--- src/hw/rtl/mef_pkg.sv ---
// Shared types and constants for the fixed-point Mandelbrot escape block.
// No dependencies; used by mef_front, mef_core and the top level.
`default_nettype none

package mef_pkg;

  localparam int FX_W     = 16;  // Q5.10 word
  localparam int LIMIT_W  = 8;
  localparam int COLOUR_W = 4;
  localparam int ADDR_W   = 5;   // five registers at 4-byte spacing
  localparam int DATA_W   = 32;

  typedef logic signed [FX_W-1:0] fx_t;
  typedef logic [2:0]             reg_idx_t;

  localparam reg_idx_t REG_REAL_MIN  = 3'd0;
  localparam reg_idx_t REG_IMAG_MIN  = 3'd1;
  localparam reg_idx_t REG_REAL_STEP = 3'd2;
  localparam reg_idx_t REG_IMAG_STEP = 3'd3;
  localparam reg_idx_t REG_LIMIT     = 3'd4;

  typedef struct packed {
    fx_t                real_min;
    fx_t                imag_min;
    fx_t                real_step;
    fx_t                imag_step;
    logic [LIMIT_W-1:0] iteration_limit;
  } cfg_t;

endpackage

`default_nettype wire

--- src/hw/rtl/mef_fifo.sv ---
// Small first-word-fall-through queue used between front, core and output.
// Depends on nothing but its parameters.
`default_nettype none

module mef_fifo #(
  parameter int WIDTH = 8,
  parameter int DEPTH = 2
) (
  input  wire logic             clk_i,
  input  wire logic             rst_ni,
  input  wire logic             push_i,
  input  wire logic [WIDTH-1:0] wdata_i,
  output logic                  full_o,
  input  wire logic             pop_i,
  output logic [WIDTH-1:0]      rdata_o,
  output logic                  empty_o
);

  localparam int PTR_W = (DEPTH > 1) ? $clog2(DEPTH) : 1;
  localparam int CNT_W = $clog2(DEPTH + 1);

  logic [WIDTH-1:0] mem_q [DEPTH];
  logic [PTR_W-1:0] wr_ptr_q, wr_ptr_d, rd_ptr_q, rd_ptr_d;
  logic [CNT_W-1:0] cnt_q, cnt_d;
  logic             do_push, do_pop;

  assign full_o  = (cnt_q == CNT_W'(DEPTH));
  assign empty_o = (cnt_q == '0);
  assign do_push = push_i && !full_o;
  assign do_pop  = pop_i && !empty_o;
  assign rdata_o = mem_q[rd_ptr_q];

  always_comb begin
    wr_ptr_d = wr_ptr_q;
    rd_ptr_d = rd_ptr_q;
    if (do_push) begin
      wr_ptr_d = (wr_ptr_q == PTR_W'(DEPTH - 1)) ? '0 : wr_ptr_q + 1'b1;
    end
    if (do_pop) begin
      rd_ptr_d = (rd_ptr_q == PTR_W'(DEPTH - 1)) ? '0 : rd_ptr_q + 1'b1;
    end
    case ({do_push, do_pop})
      2'b10:   cnt_d = cnt_q + 1'b1;
      2'b01:   cnt_d = cnt_q - 1'b1;
      default: cnt_d = cnt_q;
    endcase
  end

  always_ff @(posedge clk_i or negedge rst_ni) begin
    if (!rst_ni) begin
      wr_ptr_q <= '0;
      rd_ptr_q <= '0;
      cnt_q    <= '0;
    end else begin
      wr_ptr_q <= wr_ptr_d;
      rd_ptr_q <= rd_ptr_d;
      cnt_q    <= cnt_d;
    end
  end

  always_ff @(posedge clk_i) begin
    if (do_push) begin
      mem_q[wr_ptr_q] <= wdata_i;
    end
  end

endmodule

`default_nettype wire

--- src/hw/rtl/mef_front.sv ---
// Front end: takes pixel beats and forms the point c in wrapping Q5.10.
// Depends on mef_pkg; feeds the job queue.
`default_nettype none

module mef_front #(
  parameter int COL_W = 10,
  parameter int ROW_W = 10
) (
  input  wire mef_pkg::cfg_t   cfg_i,
  input  wire logic            push_i,
  input  wire logic [COL_W-1:0] column_i,
  input  wire logic [ROW_W-1:0] row_i,
  output logic                 full_o,
  input  wire logic            q_full_i,
  output logic                 q_push_o,
  output logic [COL_W+ROW_W+2*mef_pkg::FX_W-1:0] q_wdata_o
);

  logic [mef_pkg::FX_W-1:0] prod_re, prod_im;
  mef_pkg::fx_t             c_re, c_im;

  // column * step, kept modulo 2^16
  assign prod_re = mef_pkg::FX_W'(column_i) * $unsigned(cfg_i.real_step);
  assign prod_im = mef_pkg::FX_W'(row_i) * $unsigned(cfg_i.imag_step);
  assign c_re    = mef_pkg::fx_t'($unsigned(cfg_i.real_min) + prod_re);
  assign c_im    = mef_pkg::fx_t'($unsigned(cfg_i.imag_min) + prod_im);

  assign full_o    = q_full_i;
  assign q_push_o  = push_i && !q_full_i;
  assign q_wdata_o = {column_i, row_i, c_re, c_im};

endmodule

`default_nettype wire

--- src/hw/rtl/mef_core.sv ---
// Back end: iterates z = z^2 + c, each pass a MIX then a SQR state, and emits the colour.
// Depends on mef_pkg; pops the job queue and pushes the result queue.
`default_nettype none

module mef_core #(
  parameter int COL_W         = 10,
  parameter int ROW_W         = 10,
  parameter int FRACTION_BITS = 10
) (
  input  wire logic                          clk_i,
  input  wire logic                          rst_ni,
  input  wire logic [mef_pkg::LIMIT_W-1:0]   limit_i,
  input  wire logic                          job_valid_i,
  input  wire logic [COL_W+ROW_W+2*mef_pkg::FX_W-1:0] job_data_i,
  output logic                               job_pop_o,
  output logic                               res_valid_o,
  input  wire logic                          res_ready_i,
  output logic [COL_W+ROW_W+mef_pkg::COLOUR_W-1:0] res_data_o
);

  localparam int FX_W = mef_pkg::FX_W;
  // escape threshold 4.0, wrapped to a signed 16-bit word
  localparam mef_pkg::fx_t THRESH = FX_W'(32'd4 << FRACTION_BITS);

  localparam logic [1:0] ST_IDLE = 2'd0;
  localparam logic [1:0] ST_MIX  = 2'd1;  // check escape, form next z
  localparam logic [1:0] ST_SQR  = 2'd2;  // square the new z

  logic [1:0]                  state_q, state_d;
  logic                        first_q, first_d;
  logic [mef_pkg::LIMIT_W-1:0] cnt_q, cnt_d;
  mef_pkg::fx_t                zr_q, zr_d, zi_q, zi_d, zr2_q, zr2_d, zi2_q, zi2_d;
  mef_pkg::fx_t                cr_q, cr_d, ci_q, ci_d;
  logic [COL_W-1:0]            col_q, col_d;
  logic [ROW_W-1:0]            row_q, row_d;

  mef_pkg::fx_t        dz, tr, ti, sum;
  logic signed [31:0]  prod_x, prod_r, prod_i;
  logic                done;

  assign sum    = zr2_q + zi2_q;
  assign done   = !first_q && ((cnt_q >= limit_i) || (sum >= THRESH));
  assign dz     = {zr_q[FX_W-2:0], 1'b0};
  assign prod_x = dz * zi_q;
  assign prod_r = zr_q * zr_q;
  assign prod_i = zi_q * zi_q;
  assign tr     = zr2_q - zi2_q + cr_q;
  assign ti     = prod_x[FRACTION_BITS +: FX_W] + ci_q;

  assign res_valid_o = (state_q == ST_MIX) && done;
  assign res_data_o  = {col_q, row_q, cnt_q[mef_pkg::COLOUR_W-1:0]};
  assign job_pop_o   = (state_q == ST_IDLE) && job_valid_i;

  always_comb begin
    state_d = state_q;
    first_d = first_q;
    cnt_d   = cnt_q;
    zr_d    = zr_q;
    zi_d    = zi_q;
    zr2_d   = zr2_q;
    zi2_d   = zi2_q;
    cr_d    = cr_q;
    ci_d    = ci_q;
    col_d   = col_q;
    row_d   = row_q;
    unique case (state_q)
      ST_IDLE: begin
        if (job_valid_i) begin
          {col_d, row_d, cr_d, ci_d} = job_data_i;
          zr_d    = '0;
          zi_d    = '0;
          zr2_d   = '0;
          zi2_d   = '0;
          cnt_d   = '0;
          first_d = 1'b1;
          state_d = ST_MIX;
        end
      end
      ST_MIX: begin
        if (done) begin
          if (res_ready_i) begin
            state_d = ST_IDLE;
          end
        end else begin
          zr_d    = tr;
          zi_d    = ti;
          first_d = 1'b0;
          if (!first_q) begin
            cnt_d = cnt_q + 1'b1;
          end
          state_d = ST_SQR;
        end
      end
      ST_SQR: begin
        zr2_d   = prod_r[FRACTION_BITS +: FX_W];
        zi2_d   = prod_i[FRACTION_BITS +: FX_W];
        state_d = ST_MIX;
      end
      default: state_d = ST_IDLE;
    endcase
  end

  always_ff @(posedge clk_i or negedge rst_ni) begin
    if (!rst_ni) begin
      state_q <= ST_IDLE;
      first_q <= 1'b1;
      cnt_q   <= '0;
    end else begin
      state_q <= state_d;
      first_q <= first_d;
      cnt_q   <= cnt_d;
    end
  end

  always_ff @(posedge clk_i) begin
    zr_q  <= zr_d;
    zi_q  <= zi_d;
    zr2_q <= zr2_d;
    zi2_q <= zi2_d;
    cr_q  <= cr_d;
    ci_q  <= ci_d;
    col_q <= col_d;
    row_q <= row_d;
  end

endmodule

`default_nettype wire

--- src/hw/rtl/mandelbrot_escape_fixed.sv ---
// Top level of the fixed-point Mandelbrot escape-time block.
// Depends on mef_pkg, mef_front, mef_fifo and mef_core.
`default_nettype none

// Each pixel beat (column, row) yields one result beat (pixel_column, pixel_row,
// colour), in order. The point c = (real_min + column*real_step,
// imag_min + row*imag_step) is formed in signed 16-bit Q5.10 with wraparound,
// and z = z^2 + c is iterated from zero until the pass count passes
// iteration_limit or |z|^2 reaches 4.0; colour is (passes - 1) mod 16.
// Products are floor-shifted by FRACTION_BITS and every sum wraps at 16 bits,
// so large coordinates alias rather than saturate. The front end computes c on
// the accept cycle and drops the job into a two-entry queue; the core runs one
// pixel at a time. Each pass in the core forms the cross product, then the two
// squares. Results wait in a two-entry output queue, so the core moves on while
// the consumer stalls. Configuration registers sit on an APB-style port at byte
// addresses 0x00..0x10 and must only be written while the block is idle; reads
// return signed fields sign-extended to 32 bits.

module mandelbrot_escape_fixed #(
  parameter int MAX_COLUMNS   = 1024,
  parameter int MAX_ROWS      = 1024,
  parameter int FRACTION_BITS = 10
) (
  input  wire logic                            clk_i,
  input  wire logic                            rst_ni,
  // pixel input queue
  input  wire logic                            push,
  output logic                                 full,
  input  wire logic [$clog2(MAX_COLUMNS)-1:0]  column_i,
  input  wire logic [$clog2(MAX_ROWS)-1:0]     row_i,
  // result queue
  output logic                                 empty,
  input  wire logic                            pop,
  output logic [$clog2(MAX_COLUMNS)-1:0]       pixel_column_o,
  output logic [$clog2(MAX_ROWS)-1:0]          pixel_row_o,
  output logic [mef_pkg::COLOUR_W-1:0]         colour_o,
  // configuration port
  input  wire logic                            psel,
  input  wire logic                            penable,
  input  wire logic                            pwrite,
  input  wire logic [mef_pkg::ADDR_W-1:0]      paddr,
  input  wire logic [mef_pkg::DATA_W-1:0]      pwdata,
  output logic [mef_pkg::DATA_W-1:0]           prdata,
  output logic                                 pready
);

  localparam int COL_W = $clog2(MAX_COLUMNS);
  localparam int ROW_W = $clog2(MAX_ROWS);
  localparam int FX_W  = mef_pkg::FX_W;
  localparam int JOB_W = COL_W + ROW_W + 2 * FX_W;
  localparam int RES_W = COL_W + ROW_W + mef_pkg::COLOUR_W;

  // ---------------------------------------------------------------------------
  // Configuration registers
  // ---------------------------------------------------------------------------
  mef_pkg::cfg_t     cfg_q;
  mef_pkg::reg_idx_t reg_idx;
  logic              cfg_wr;

  assign pready  = 1'b1;
  assign reg_idx = paddr[mef_pkg::ADDR_W-1:2];
  assign cfg_wr  = psel && penable && pwrite && pready;

  always_ff @(posedge clk_i or negedge rst_ni) begin
    if (!rst_ni) begin
      cfg_q.real_min        <= -16'sd2048;
      cfg_q.imag_min        <= -16'sd1280;
      cfg_q.real_step       <= 16'sd9;
      cfg_q.imag_step       <= 16'sd13;
      cfg_q.iteration_limit <= 8'd16;
    end else if (cfg_wr) begin
      unique case (reg_idx)
        mef_pkg::REG_REAL_MIN:  cfg_q.real_min        <= pwdata[FX_W-1:0];
        mef_pkg::REG_IMAG_MIN:  cfg_q.imag_min        <= pwdata[FX_W-1:0];
        mef_pkg::REG_REAL_STEP: cfg_q.real_step       <= pwdata[FX_W-1:0];
        mef_pkg::REG_IMAG_STEP: cfg_q.imag_step       <= pwdata[FX_W-1:0];
        mef_pkg::REG_LIMIT:     cfg_q.iteration_limit <= pwdata[mef_pkg::LIMIT_W-1:0];
        default: ;  // addresses past the last register are ignored
      endcase
    end
  end

  always_comb begin
    unique case (reg_idx)
      mef_pkg::REG_REAL_MIN:  prdata = mef_pkg::DATA_W'(cfg_q.real_min);
      mef_pkg::REG_IMAG_MIN:  prdata = mef_pkg::DATA_W'(cfg_q.imag_min);
      mef_pkg::REG_REAL_STEP: prdata = mef_pkg::DATA_W'(cfg_q.real_step);
      mef_pkg::REG_IMAG_STEP: prdata = mef_pkg::DATA_W'(cfg_q.imag_step);
      mef_pkg::REG_LIMIT:     prdata = mef_pkg::DATA_W'(cfg_q.iteration_limit);
      default:                prdata = '0;
    endcase
  end

  // ---------------------------------------------------------------------------
  // Front end -> job queue -> core -> result queue
  // ---------------------------------------------------------------------------
  logic             job_push, job_full, job_empty, job_pop;
  logic [JOB_W-1:0] job_wdata, job_rdata;
  logic             res_valid, res_full, res_push;
  logic [RES_W-1:0] res_wdata, res_rdata;

  mef_front #(
    .COL_W (COL_W),
    .ROW_W (ROW_W)
  ) u_front (
    .cfg_i     (cfg_q),
    .push_i    (push),
    .column_i  (column_i),
    .row_i     (row_i),
    .full_o    (full),
    .q_full_i  (job_full),
    .q_push_o  (job_push),
    .q_wdata_o (job_wdata)
  );

  mef_fifo #(
    .WIDTH (JOB_W),
    .DEPTH (2)
  ) u_job_q (
    .clk_i   (clk_i),
    .rst_ni  (rst_ni),
    .push_i  (job_push),
    .wdata_i (job_wdata),
    .full_o  (job_full),
    .pop_i   (job_pop),
    .rdata_o (job_rdata),
    .empty_o (job_empty)
  );

  mef_core #(
    .COL_W         (COL_W),
    .ROW_W         (ROW_W),
    .FRACTION_BITS (FRACTION_BITS)
  ) u_core (
    .clk_i       (clk_i),
    .rst_ni      (rst_ni),
    .limit_i     (cfg_q.iteration_limit),
    .job_valid_i (!job_empty),
    .job_data_i  (job_rdata),
    .job_pop_o   (job_pop),
    .res_valid_o (res_valid),
    .res_ready_i (!res_full),
    .res_data_o  (res_wdata)
  );

  assign res_push = res_valid && !res_full;

  mef_fifo #(
    .WIDTH (RES_W),
    .DEPTH (2)
  ) u_res_q (
    .clk_i   (clk_i),
    .rst_ni  (rst_ni),
    .push_i  (res_push),
    .wdata_i (res_wdata),
    .full_o  (res_full),
    .pop_i   (pop),
    .rdata_o (res_rdata),
    .empty_o (empty)
  );

  assign {pixel_column_o, pixel_row_o, colour_o} = res_rdata;

`ifndef SYNTHESIS
  // the core only takes a job that the queue actually holds
  assert property (@(posedge clk_i) disable iff (!rst_ni) job_pop |-> !job_empty)
    else $error("core popped an empty job queue");

  // a finished pixel always lands in the result queue on its beat
  assert property (@(posedge clk_i) disable iff (!rst_ni) res_push |=> !empty)
    else $error("result beat lost on its way to the output queue");

  // the core holds a finished result while the output queue is full
  assert property (@(posedge clk_i) disable iff (!rst_ni)
                   (res_valid && res_full) |=> res_valid)
    else $error("core dropped a stalled result");
`endif

endmodule

`default_nettype wire

--- config.mk ---
export PLATFORM = sky130hd
export DESIGN_NAME = mandelbrot_escape_fixed
export DESIGN_NICKNAME = d
export VERILOG_FILES = /design/src/hw/rtl/mef_pkg.sv /design/src/hw/rtl/mef_fifo.sv /design/src/hw/rtl/mef_front.sv /design/src/hw/rtl/mef_core.sv /design/src/hw/rtl/mandelbrot_escape_fixed.sv
export SDC_FILE = /design/constraint.sdc
export NUM_CORES = 2
export LEC_CHECK = 0
export BUFFER_PORTS_ARGS = -buffer_cell sky130_fd_sc_hd__buf_2
export CAP_MARGIN = 5
export CORE_UTILIZATION = 30
export CTS_CLUSTER_SIZE = 30
export DETAILED_ROUTE_END_ITERATION = 16
export PLACE_DENSITY = 0.47
export SYNTH_ARGS = -nofsm -noshare
export SYNTH_HDL_FRONTEND = slang
export SYNTH_SLANG_ARGS = --single-unit
--- constraint.sdc ---
create_clock -name clk_i -period 8.6 [get_ports clk_i]
set_input_delay 0.43 -clock clk_i [delete_from_list [all_inputs] [get_ports clk_i]]
set_output_delay 0.43 -clock clk_i [all_outputs]
set_load 0.02 [all_outputs]
======== Word level (Yosys, flattened, before mapping) ========
Memory sizes are Yosys's and may differ from the RTL's. A register that Yosys moved wholly into a read port is not among the register bits.
Cells that the tools add are included.
storage, ports and cells
  bits in registers ....................... 155
  memory bits (writable) .................. 152
  input bits .............................. 64
  output and inout bits ................... 59
  word-level logic and storage cells ...... 123
  memories ................................ 2
memory list
  name           depth  bits a word  rd ports  clocked after memory_dff  write ports  line            source
  u_job_q.mem_q  2      52           1         1                         1            mef_fifo.sv:22  logic [WIDTH-1:0] mem_q [DEPTH];
  u_res_q.mem_q  2      24           1         0                         1            mef_fifo.sv:22
cells by class
  add/sub/neg operators ................... 15
  $mul .................................... 5
  $lt $le $gt $ge ......................... 2
  eq/ne operators ......................... 16
  mux-type cells .......................... 29
  bitwise operators ....................... 1
  reduce and logical (&&, ||, !) cells .... 35
operators with widths
  cell                  number
  $pmux 32 s5           1
  $pmux 16 s2           4
  $add 16x16->16        5
  $mul 16x16->26        2
  $mux 16               3
  $mul 10x16->16        2
  $mul 15x16->25        1
  $mux 8                3
  $ge 16x14->1 const B  1
  $pmux 8 s2            1
  $reduce_and 2->1      8
  $sub 16x16->16        1
  $logic_and 1x1->1     11
  $eq 2x2->1 const B    5
  $mux 1                10
  $add 8x1->8 const B   1
  $ge 8x8->1            1
  $pmux 2 s2            2
  $reduce_bool 2->1     4
  $eq 2x1->1 const B    3
  $eq 3x2->1 const B    2
  $logic_not 2->1       3
  $mux 2                3
  $ne 2x2->1 const B    3
  other kinds (14)      23

======== Longest topological paths before layout ========
  depth after elaboration ................. 9
  depth in mapped cells ................... 33
  depth with buffers taken out ............ 32

======== Hierarchy ========
Synthesis repeated with hierarchy kept, for this count alone.
second synthesis, totals
  cell total of the unflattened synthesis .. 4,358
  area total of the unflattened synthesis .. 45,662.5 um^2
modules (own cells, without submodules)
  module                   instances  cells each  area each (um^2)  sequential area each (um^2)
  mef_core                 1          2,952       28,310.9          3,759.9
  mef_front                1          893         7,597.3           0.0
  mef_fifo at u_job_q      1          180         4,200.3           3,223.1
  mandelbrot_escape_fixed  1          240         3,523.4           1,824.2
  mef_fifo at u_res_q      1          93          2,030.7           1,541.5

======== Worst setup path before layout ========
No wires, ideal clock.
  kind .................................... register to register
  start point ............................. reg u_core.zi_q[15]
  end point ............................... reg u_core.zi_q[15], data pin
  setup time .............................. 0.140 ns
  arrival ................................. 7.389 ns
  required time ........................... 8.460 ns
  slack ................................... 1.071 ns
  cell stages (with the launch flop) ...... 30
  path buffers ............................ 2
  clock period less this slack ............ 7.529 ns
  cell sequence ........................... edfxtp_1 > clkbuf_1 > clkbuf_1 > nand2_1 > inv_1 > fa_1 > inv_1 > fa_1 > inv_1 > fa_1 > fa_1 > fa_1 > inv_1 > fa_1 > inv_1 > ha_1 > a21o_1 > a21o_1 > a21o_1 > a32o_1 > a21o_1 > or3_1 > a31o_2 > xor2_1 > ha_1 > and3_1 > a211o_1 > a21oi_1 > xnor3_1 > nor2_1
between the ends
  cells in the longest elaborated chain, start to end .. 4
ends and longest elaborated chain
  element                 line             source
  start, declared         mef_core.sv:32   mef_pkg::fx_t zr_q, zr_d, zi_q, zi_d, zr2_q, zr2_d, zi2_q, zi2_d;
  start signal, assigned  mef_core.sv:117  zi_q <= zi_d;
  $mul 15x16->25          mef_core.sv:44   assign prod_x = dz * zi_q;
  $add 16x16->16          mef_core.sv:48   assign ti = prod_x[FRACTION_BITS +: FX_W] + ci_q;
  $mux 16                 mef_core.sv:80   if (done) begin
  $pmux 16 s2             mef_core.sv:66   unique case (state_q)
No other way between the ends. The select of a mux whose other input is x is not followed.
A chain may end at the register's enable or synchronous reset.

======== Worst setup path in the final report ========
  start point ............................. reg u_core.zi_q[4]
  end point ............................... reg u_core.zi_q[15], data pin
The elaborated chain is that of the path after synthesis.

==> impl_metrics.tcl <==
set metrics [dict create \
    grt_max_degree 58 \
    synth_edf_count 268 \
    reg2reg_from "u_core.zi_q[4]" \
    path_clk_slew_ps 60 \
    critical_path.startpoint "u_core.zi_q[4]" \
    holdCritPathClass "input port to register" \
    clock_tree.htree_level_count 2 \
    synth_top_area_cell "fa_1" \
    syn_avg_cell_area_sq_um 10.4 \
    cts_made_buffers 44 \
    ys_ff_latch 359 \
    postSynthCellCount 4272 \
    ys_warn_count 0 \
    clock_skew_ps 35.7 \
    cp_slowest_cell "edfxtp_1" \
    instances_no_fill 6283 \
    tritoncts "done" \
    worstPathArrival_ps 8280 \
    die_area_sq_um 150000 \
    dr.pass1.iters 5 \
    post-route-drc-count 0 \
    r2r_end "u_core.zi_q[15]" \
    final_hold_viol_count 0 \
    tightest_slew_ps 1060 \
    rsz0062_at_grt "false" \
    drtIter0Drc 1268 \
    max_clock_freq_ghz 0.125 \
    r2r_cells 30 \
    fillers 15000 \
    final_layout_size_suffix_gt1_frac 0.105 \
    dp_hpwl_um 86100 \
    io_buffer_count 103 \
    min_period_ps 7980 \
    grt_usage 0.151 \
    crit_path_end "u_core.zi_q[15]" \
    ctsResizeCount 0 \
    viasPerCell 4.43 \
    status "finished, final reports clean" \
    synth_common_cells "inv_1, fa_1, nand2_1, ha_1, and2_1" \
    synth-main-ff-cell "edfxtp_1" \
    cts.path.max_buffers 3 \
    routedWlPerCell_um 17.4 \
    cts_root_buf "clkbuf_16" \
    grt_pass1_wl_um 177000 \
    cp.required_ps 8900 \
    post_dp_cell_area_sq_um 47200 \
    endpoint_kind "register" \
    cp-start-kind "register" \
    final.setup.tns_ps 0 \
    maxSlewViolCount 0 \
    initial_core_util 0.304 \
    synth_area_sq_um 44400 \
    r2r_slack_ps 620 \
    antenna_found_initial 8 \
    post_synth_num_cell_types 82 \
    finalSetupViolCount 0 \
    ys_top_cells_by_area "fa_1, edfxtp_1, ha_1, inv_1, dfrtp_1" \
    ios 123 \
    synth.most_common_cell "inv_1" \
    num_vias 27800 \
    drv_cap 0 \
    async_reset_ff_frac 0.253 \
    min_period_over_period 0.928 \
    fin_area_sq_um 48800 \
    routabilityCongestion 0.806 \
    die_w_um 387 \
    rows 140 \
    synth.net_count 5424 \
    clock-sinks 359 \
    drt-total-wl_um 109000 \
    die_h_um 387 \
    dp.cells 6195 \
    gr-total-overflow 0 \
    max_slew_margin 0.294 \
    clk-insertion-delay-late_ps 600 \
    coreArea_sq_um 146000 \
    ant_nets 0 \
    nets 5479 \
    synth_top_area_share 0.336 \
    area_growth_pct 9.76 \
    slowest_delay_ps 710 \
    grt_pass1_vias 30700 \
    worstPathMaxFanout 11 \
    path_class "register to register" \
    fin_util 0.333 \
    ys_seq_area_frac 0.233 \
]
what timing repair did:
action | 4_1_cts | 5_1_grt
hold buffers | 1 | 0
setup buffers | 0 | 2
endpoints found under the setup margin | 0 | 2
endpoints found under the hold margin | 38 | 0
placed cells by master (no fill, tap or decap), types with 8 or more instances in the layout:
cell type	instances
a22oi_1	16
dfstp_2	19
a211oi_1	11
nand3_1	23
mux2_2	150
o21a_1	12
nor2b_1	29
o22ai_1	10
nor2_1	181
o21ai_0	47
xnor2_1	146
nand2_1	411
xor2_1	46
dfrtp_1	71
nand4_1	8
mux4_2	8
clkbuf_16	47
inv_1	1014
and3_1	14
fa_1	746
nand2b_1	28
a21o_1	26
buf_2	102
a21oi_1	54
nor3_1	25
edfxtp_1	268
clkinv_2	11
buf_4	70
ha_1	342
and2_1	279
logic make-up (layout without fill, tap and decap cells):
family	Yosys count	count (layout)	synth area share
buf+inv	1184	1274	0.102
mux	165	165	0.0437
flops	359	359	0.233
xor+xnor	193	193	0.0384
fa+ha+maj	1088	1088	0.433
compound gates	244	244	0.0382
other cells	1	5	0.0000844
simple gates	1038	1038	0.113
per-stage QoR:
stage | hold slack (ps) | worst slack (ps)
after global routing | 74.8 | 10.6
after floorplan | 134 | 1070
after detailed placement | 433 | 461
after global placement | 426 | 442
after CTS | 52.7 | 409
final | 93.0 | 621
state kept, by name, summed over array words and instances (netlist names):
name	cells
u_core.cnt_q	8
u_core.ci_q	16
u_res_q.rd_ptr_q	1
u_job_q.mem_q	104
u_job_q.cnt_q	2
u_core.zi_q	16
u_res_q.mem_q	48
u_core.col_q	10
u_core.row_q	10
cfg_q	72
u_res_q.wr_ptr_q	1
u_core.state_q	2
u_core.zr2_q	16
u_core.zi2_q	16
u_res_q.cnt_q	2
u_core.cr_q	16
u_core.first_q	1
u_job_q.wr_ptr_q	1
u_core.zr_q	16
u_job_q.rd_ptr_q	1
metal layers:
layer  wire length [um]  track usage  vias to the layer above
li1                   -            -                    13100
met1              51100        0.210                    14200
met2              52400        0.256                      387
met3               3470       0.0163                       93
met4               2020       0.0301                        6
met5                 34            0                        -
final cells by class:
cell class | count | area, sq um | area share
multi-input cells | 2729 | 29600 | 0.607
flip-flops and latches | 359 | 10300 | 0.212
inverters | 1020 | 3830 | 0.0785
well taps | 1917 | 2400 | 0.0492
clock buffers | 57 | 1250 | 0.0257
repair buffers | 173 | 1050 | 0.0215
clock inverters | 24 | 277 | 0.00567
diodes | 4 | 10.0 | 0.000205
worst max-delay path: cells and delay by family, from the launching register on:
kind | cells | cell delay (ps)
buf+inv | 4 | 550
fa+ha+maj | 8 | 3300
flops | 1 | 710
compound gates | 9 | 1740
simple gates | 7 | 970
xor+xnor | 2 | 460
worst min path at each step:
| stage | from | endpoint | cells after the start |
|---|---|---|---|
| final | pwdata[13] | cfg_q[53] | 3 |
| after global routing | pwdata[11] | cfg_q[67] | 3 |
| after floorplan | rst_ni | cfg_q[0] | 0 |
| after global placement | u_core.row_q[5] | u_res_q.mem_q[0][9] | 0 |
| after CTS | pwdata[13] | cfg_q[53] | 3 |
| after detailed placement | u_core.col_q[8] | u_res_q.mem_q[0][22] | 0 |
Power is left out: the tool's default activity adds up to more than one toggle a clock period on the data nets, which glitch-free logic cannot reach.
